### src/design/mfic_merge.sv
// ----------------------------------------------------------------------------
// mfic_merge
// gathers the lane results into one output item and holds it for the sink
// ----------------------------------------------------------------------------
module mfic_merge #(
  parameter int BANDS = 4
) (
  input  logic               clk_i,
  input  logic               rst_ni,
  input  logic               load_i,
  input  logic signed [15:0] res_i [BANDS],
  input  logic               tready_i,
  output logic               tvalid_o,
  output logic [63:0]        tdata_o,
  output logic               free_o
);

  logic        valid_q;
  logic [63:0] data_q, data_d;

  // unused bands read as zero
  always_comb begin
    data_d = '0;
    for (int b = 0; b < BANDS; b++) begin
      data_d[16*b +: 16] = res_i[b];
    end
  end

  // output register
  always_ff @(posedge clk_i or negedge rst_ni) begin
    if (!rst_ni) begin
      valid_q <= 1'b0;
    end else if (load_i) begin
      valid_q <= 1'b1;
    end else if (tready_i) begin
      valid_q <= 1'b0;
    end
  end

  always_ff @(posedge clk_i) begin
    if (load_i) begin
      data_q <= data_d;
    end
  end

  assign tvalid_o = valid_q;
  assign tdata_o  = data_q;
  assign free_o   = !valid_q || tready_i;

endmodule

### config.mk
export PLATFORM = sky130hd
export DESIGN_NAME = mfic_merge
export DESIGN_NICKNAME = d
export VERILOG_FILES = /design/src/design/mfic_merge.sv
export SDC_FILE = /design/constraint.sdc
export NUM_CORES = 1
export LEC_CHECK = 0
export BUFFER_PORTS_ARGS = -buffer_cell sky130_fd_sc_hd__clkbuf_2
export CELL_PAD_IN_SITES_DETAIL_PLACEMENT = 1
export CELL_PAD_IN_SITES_GLOBAL_PLACEMENT = 2
export CORE_MARGIN = 2
export CORE_UTILIZATION = 25
export CTS_BUF_LIST = sky130_fd_sc_hd__clkbuf_8
export DETAILED_ROUTE_END_ITERATION = 6
export GPL_ROUTABILITY_DRIVEN = 0
export PLACE_DENSITY_LB_ADDON = 0.1
export SYNTH_ARGS = -nofsm -noshare
export SYNTH_HDL_FRONTEND = slang
export SYNTH_SLANG_ARGS = --single-unit
### constraint.sdc
create_clock -name clk_i -period 0.8 [get_ports clk_i]
set_input_delay 0.16 -clock clk_i [delete_from_list [all_inputs] [get_ports clk_i]]
set_output_delay 0.16 -clock clk_i [all_outputs]
set_load 0.02 [all_outputs]
* Word-level counts from Yosys, hierarchy flattened
Index checks and enable logic that the tools add are counted.
Storage, ports and cells: register bits 65, input port bits 68, output and inout port bits 66, word-level logic and storage cells 7
Operators by class: mux-type cells 2, reduce and logical (&&, ||, !) cells 3
Operators by type and width (count):
- 1-bit 2-to-1 mux | 2
- 2-bit nonzero test | 1
- 1-bit zero test | 1
- 1-bit logical OR | 1

* Longest topological paths before layout
Gate-level depths: netlist of run 1.
word-level depth 2, depth in mapped cells 2, gate-level depth less buffers 2

* Worst setup path after synthesis of run 1
Ideal clock, no wire load.
path kind flip-flop to flip-flop, from register, netlist name tvalid_o, to register valid_q (netlist: tvalid_o), library setup time 0.121 ns, arrival time 0.651 ns, required time 0.679 ns, path slack 0.028 ns, stages on the path, launching flop included 3, path buffers 0, period minus slack after synthesis 0.772 ns, cells stage by stage dfrtp_1 > nand2b_4 > nand2b_2
RTL lines:
- end signal, assigned | RTL line 32 | valid_q <= 1'b0;
- end signal, assigned | RTL line 34 | valid_q <= 1'b1;
- end signal, assigned | RTL line 36 | valid_q <= 1'b0;
- end, declared | RTL line 18 | logic valid_q;

* Worst setup path after layout of run 1
from register valid_q (netlist: tvalid_o), to output free_o
On the way: cells in the longest elaborated chain, start to end 2
RTL lines:
- 1-bit zero test | RTL line 48 | assign free_o = !valid_q || tready_i;
- 1-bit logical OR | RTL line 48
- end, declared | RTL line 15 | output logic free_o
No other way between the ends.

==> results of run 1 <==
-- area by class of cell --
class	instances	area [um2]	area share (%)
clock buffers	9	123.9	3.236
clock inverters	7	85.08	2.223
multi-input cells	2	22.52	0.5884
flip-flops and latches	65	1947	50.87
well taps	102	127.6	3.334
repair buffers	193	1521	39.75
-- routing by layer --
layer  part of all wire, %  track usage [%]  wire (um)
met4                   1.7            5.515         91
met3                   7.7            4.231        421
met2                    56            21.29       3099
met5                     0                0          0
met1                    34            11.52       1879
-- worst max-delay path, delay by kind of cell (launching register included) --
| family | cells | cell delay, ns |
|---|---|---|
| buf+inv | 1 | 0.11 |
| simple gates | 1 | 0.09 |
| flops | 1 | 0.42 |
-- power by group --
part           total (uW)  internal [uW]  switching, uW
sequential           4140           4040            101
clock                2910           1720           1190
combinational        1270            668            607
-- final timing paths --
| path | end | from | slack [ns] |
|---|---|---|---|
| max | free_o | tvalid_o | -0.31 |
| min | tdata_o[61] | res_i[13] | 0.01 |
| max reg2reg | tvalid_o | tvalid_o | 0.02 |
| min reg2reg | tvalid_o | tvalid_o | 0.70 |
| max in group asynchronous | tvalid_o | rst_ni | 0.59 |
| min in group asynchronous | tvalid_o | rst_ni | 0.13 |
-- placed cells by master, fill, tap and decap left out, drive strengths merged --
master,count
edfxtp,64
bufinv,2
clkinv,4
dfrtp,1
nand2b,2
clkinvlp,1
dlygate4sd3,57
buf,69
clkbuf,76
-- per-stage QoR --
step / setup slack (ns) / power, uW / cells
finish: -0.3081 / 8330 / 378
global route: -0.3477 / 8647 / 378
CTS: -0.3482 / 8201 / 369
detailed placement: -0.05129 / 5062 / 304
global placement: -0.02671 / 5029 / 304
floorplan: 0.02799 / 4553 / 67
-- what timing repair did --
item,CTS,global route
setup endpoints to repair,66,66
gates resized for setup,3,137
gates cloned,0,0
endpoints found under the hold margin,48,9
buffers inserted,1,0
hold buffers,48,9
-- state kept, by name, summed over array words and instances, names as in the netlist --
name / cells
tdata_o: 64
tvalid_o: 1
-- kinds of logic after synthesis --
logic type	after synthesis	synth area share, %
and+or+nand+nor	2	1.144
DFF	65	98.86
==> results.py, run 1 <==
metrics = {
    "outcome": {
        "status": "complete, but fails checks",
        "violations": "setup timing",
    },
    "global_route": {
        "overflow": 0,
        "grt_max_degree": 34,
        "antenna_found_initial": 0,
        "grt_pass1_vias": 1551,
        "grt.total_usage_pct": 11.59,
        "grt_pass1_wl_um": 7369,
    },
    "yosys": {
        "synth_top_cells_by_count": "edfxtp_1 (64), dfrtp_1 (1), nand2b_2 (1), nand2b_4 (1)",
        "ys_ff_latch": 65,
        "syn_area_per_cell_um2": 29.39,
        "syn_nets": 135,
        "yosysTopAreaCellShare_pct": 97.59,
        "yosys_warnings": 0,
        "synth_seq_area_share_pct": 98.86,
        "synth_top_area_cell": "edfxtp_1",
        "synth_edf_count": 64,
        "syn_area_mm2": 0.001969,
        "yosysMostFrequentCell": "edfxtp_1",
        "async_flop_share_pct": 1.538,
        "synth.distinct_cells": 4,
        "syn_inst": 67,
        "synthFlopType": "edfxtp_1",
        "synth_area_leaders": "edfxtp_1 (98%), dfrtp_1 (1.3%), nand2b_4 (0.70%)",
    },
    "sta": {
        "layout_min_cycle_time_ns": 1.108,
        "fin_ws_ns": -0.3081,
        "hold_violations": 0,
        "rsz0062_at_grt": "true",
        "setup_violations": 66,
        "worst_slew_margin_rel_pct": 87.74,
        "max_freq_mhz": 902.5,
        "finalCritPeriodShare_pct": 138.5,
        "worst_pin_slew_ns": 0.1839,
        "finClkSkew_ns": 0,
        "tns_ns": -14.42,
        "slew_viol_final": 0,
        "hold_ws_ns": 0.01334,
    },
    "finish": {
        "diodes": 0,
        "syn_to_final_growth_pct": 94.35,
        "fill_cells": 798,
        "nets": 339,
        "final_core_util_pct": 49.79,
        "drive_gt1_share_pct": 55.07,
        "final_design_area_no_fill_mm2": 0.003827,
    },
    "critical_path": {
        "reg2regPathDepth": 3,
        "max_stage_delay_ns": 0.42,
        "crit_type": "flip-flop to output port",
        "cp-start-kind": "flip-flop",
        "crit_fanout": 2,
        "cp-end-kind": "output port",
        "crit_chain": "nand2b_4 > buf_8",
        "crit_slowest_cell": "dfrtp_1",
        "worstPathRequired_ns": 0.64,
        "arrival_ns": 0.95,
    },
    "die": {
        "die_area_mm2": 0.008603,
        "start_util_pct": 25.62,
        "die_y_um": 92.76,
        "core_area_mm2": 0.007687,
        "fp-row-count": 32,
        "die_w_um": 92.76,
        "ioPinCount": 134,
    },
    "power_and_ir_drop": {
        "p_leak_uw": 0.001632,
        "vdd_drop_max_mv": 1.044,
        "power.density_mw_per_mm2": 2176,
    },
    "detailed_routing": {
        "wl_per_cell_um": 14.53,
        "drt-total-wl_um": 5492,
        "antenna_left": 0,
        "post-route-drc-count": 0,
        "drt-initial-drc-count": 31,
        "via_count": 1444,
        "vias_per_cell": 3.820,
        "drt-pass1-iter-count": 3,
    },
    "clocking": {
        "cts_tree": "yes",
        "clk_pin_slew_ns": 0.07,
        "cts.path.max_buffers": 2,
        "numCtsBuffers": 9,
        "insertion_delay_ns": 0.33,
        "cts.sink_count": 65,
        "root_buffer": "clkbuf_8",
        "htree_levels": 3,
    },
    "place": {
        "io_buffers": 133,
        "post_dp_cell_area_mm2": 0.002803,
    },
    "hold_path": {
        "hold_class": "input port to flip-flop",
        "min_path_cells": 1,
    },
    "run": {
        "drv_cap": 0,
    },
}
Power figures use the tool's default switching activity.
==> run 2, diff against run 1 <==
--- a/config.mk
+++ b/config.mk
@@ -5,6 +5,7 @@
 export SDC_FILE = /design/constraint.sdc
 export NUM_CORES = 1
 export LEC_CHECK = 0
+export ABC_AREA = 1
 export BUFFER_PORTS_ARGS = -buffer_cell sky130_fd_sc_hd__clkbuf_2
 export CELL_PAD_IN_SITES_DETAIL_PLACEMENT = 1
 export CELL_PAD_IN_SITES_GLOBAL_PLACEMENT = 2
@@ -12,7 +13,6 @@
 export CORE_UTILIZATION = 25
 export CTS_BUF_LIST = sky130_fd_sc_hd__clkbuf_8
 export DETAILED_ROUTE_END_ITERATION = 6
-export GPL_ROUTABILITY_DRIVEN = 0
 export PLACE_DENSITY_LB_ADDON = 0.1
 export SYNTH_ARGS = -nofsm -noshare
 export SYNTH_HDL_FRONTEND = slang
==> results.py, run 2 <==
metrics = {
    "outcome": {
        "status": "complete, but fails checks",
        "violations": "setup timing",
    },
    "yosys": {
        "syn_area_per_cell_um2": 28.51,
        "syn_area_mm2": 0.001967,
        "synth.distinct_cells": 4,
        "synth_edf_count": 64,
        "ys_ff_latch": 65,
        "syn_inst": 69,
        "yosys_warnings": 0,
        "async_flop_share_pct": 1.538,
        "syn_nets": 137,
        "yosysTopAreaCellShare_pct": 97.71,
        "yosysMostFrequentCell": "edfxtp_1",
        "synthFlopType": "edfxtp_1",
        "synth_top_cells_by_count": "edfxtp_1 (64), inv_1 (2), nand2_2 (2), dfrtp_1 (1)",
        "synth_seq_area_share_pct": 98.98,
        "synth_area_leaders": "edfxtp_1 (98%), dfrtp_1 (1.3%), nand2_2 (0.64%)",
        "synth_top_area_cell": "edfxtp_1",
    },
    "finish": {
        "layout_common_cells": "clkbuf_2 (66), edfxtp_1 (64), dlygate4sd3_1 (53)",
        "syn_to_final_growth_pct": 95.10,
        "nets": 336,
        "final_design_area_no_fill_mm2": 0.003837,
        "fill_cells": 777,
        "diodes": 0,
        "largest_reg_flops": 64,
        "multi_input_area_um2": 12.51,
        "regArea_mm2": 0.001947,
        "final_common_cell": "clkbuf_2",
        "drive_gt1_share_pct": 54.78,
    },
    "sta": {
        "slew_viol_final": 0,
        "rsz0062_at_grt": "true",
        "hold_ws_ns": 0.01709,
        "layout_min_cycle_time_ns": 1.091,
        "hold_violations": 0,
        "max_freq_mhz": 916.5,
        "finalCritPeriodShare_pct": 136.4,
        "finClkSkew_ns": 0,
        "fin_ws_ns": -0.2911,
        "setup_violations": 66,
        "worst_slew_margin_rel_pct": 88.16,
        "worst_pin_slew_ns": 0.1776,
    },
    "detailed_routing": {
        "wl_per_cell_um": 13.45,
        "antenna_left": 0,
        "drt-total-wl_um": 5029,
        "post-route-drc-count": 0,
        "vias_per_cell": 3.880,
        "drt-pass1-iter-count": 2,
        "drt-initial-drc-count": 25,
        "via_count": 1451,
    },
    "power_and_ir_drop": {
        "p_leak_uw": 0.001644,
        "power.density_mw_per_mm2": 2155,
        "power_uw": 8271,
        "vdd_drop_max_mv": 0.9934,
    },
    "clocking": {
        "post_cts_buffers": 0,
        "cts.path.max_buffers": 2,
        "cts_tree": "yes",
        "clk_pin_slew_ns": 0.06,
        "insertion_delay_ns": 0.32,
        "htree_levels": 3,
        "root_buffer": "clkbuf_8",
        "cts.sink_count": 65,
        "numCtsBuffers": 9,
    },
    "die": {
        "die_w_um": 92.70,
        "fp-row-count": 32,
        "core_area_mm2": 0.007687,
        "die_area_mm2": 0.008593,
        "die_y_um": 92.70,
        "start_util_pct": 25.59,
        "ioPinCount": 134,
    },
    "critical_path": {
        "cp-start-kind": "flip-flop",
        "crit_family": "flip-flops",
        "arrival_ns": 0.93,
        "r2r_start": "tvalid_o",
        "crit_fanout": 2,
        "crit_slowest_cell": "dfrtp_1",
        "crit_type": "flip-flop to output port",
        "worstPathRequired_ns": 0.64,
        "crit_chain": "nand2_2 > buf_8",
        "worstSetupStartpoint": "tvalid_o",
        "critical_path_buf_inv_count": 1,
        "cp-end-kind": "output port",
        "max_stage_delay_ns": 0.39,
    },
    "run": {
        "drv_cap": 0,
    },
    "hold_path": {
        "min_from": "res_i[49]",
        "hold_class": "input port to flip-flop",
    },
    "global_route": {
        "grt_max_degree": 34,
        "antenna_found_initial": 0,
        "grt.total_usage_pct": 11.67,
        "grt_pass1_vias": 1595,
        "overflow": 0,
        "grt_pass1_wl_um": 7383,
    },
    "place": {
        "io_buffers": 133,
        "post_dp_cell_area_mm2": 0.002800,
        "gp_congestion": 0.6213,
    },
}
run 2: changes by cell type in the layout (fill, tap and decap cells not counted), sizes merged:
cell,previous run,this run
nand2b,2,0
clkinv,4,2
dlygate4sd3,57,53
inv,0,4
buf,69,68
nand2,0,2
clkinvlp,1,0
run 2: layout make-up:
class	instances	share of cell area, %
Timing Repair Buffer	188	40.20
Clock buffer	9	3.228
Clock inverter	6	1.989
Multi-Input combinational cell	2	0.3261
Tap cell	102	3.326
Sequential cell	65	50.73
Inverter	2	0.1956
run 2: metal layers:
layer,track usage (%),share of wire (%),vias up
li1,-,-,673
met1,11.18,32,695
met2,20.68,56,75
met3,6.347,10,8
met4,4.902,1.8,0
met5,0,0,-
run 2: final timing paths:
| path | cells after the start | slack (ns) | endpoint |
|---|---|---|---|
| setup / recovery | 2 | -0.29 | free_o |
| hold / removal | 1 | 0.02 | tdata_o[1] |
| hold reg to reg | 2 | 0.53 | tvalid_o |
| setup reg to reg | 2 | 0.16 | tvalid_o |
| min in group asynchronous | 2 | 0.15 | tvalid_o |
| max in group asynchronous | 2 | 0.57 | tvalid_o |
run 2: per-stage QoR:
step | setup slack, ns | std cells | TNS (ns) | util (%)
2_1_floorplan | 0.02449 | 69 | 0 | -
5_1_grt | -0.3567 | 374 | -17.33 | 49.92
6_report | -0.2911 | 374 | -14.26 | 49.92
3_3_place_gp | -0.02892 | 306 | -1.660 | 36.43
4_1_cts | -0.3287 | 370 | -15.90 | 45.56
3_5_place_dp | -0.04523 | 306 | -2.659 | 36.43
run 2: cell families after synthesis:
| family | count (synthesis) | synth area share [%] |
|---|---|---|
| and+or+nand+nor | 2 | 0.6360 |
| buffers and inverters | 2 | 0.3818 |
| DFF | 65 | 98.98 |
run 2: repair_timing:
item	CTS	global route
endpoints found under the hold margin	49	4
resized for setup	3	162
setup endpoints to repair	66	66
gates cloned	0	0
pin swaps	1	1
hold buffers	49	4
run 2: where the power goes:
group	internal (uW)	switching (uW)
combinational	697	597
sequential	4040	109
clock	1700	1130
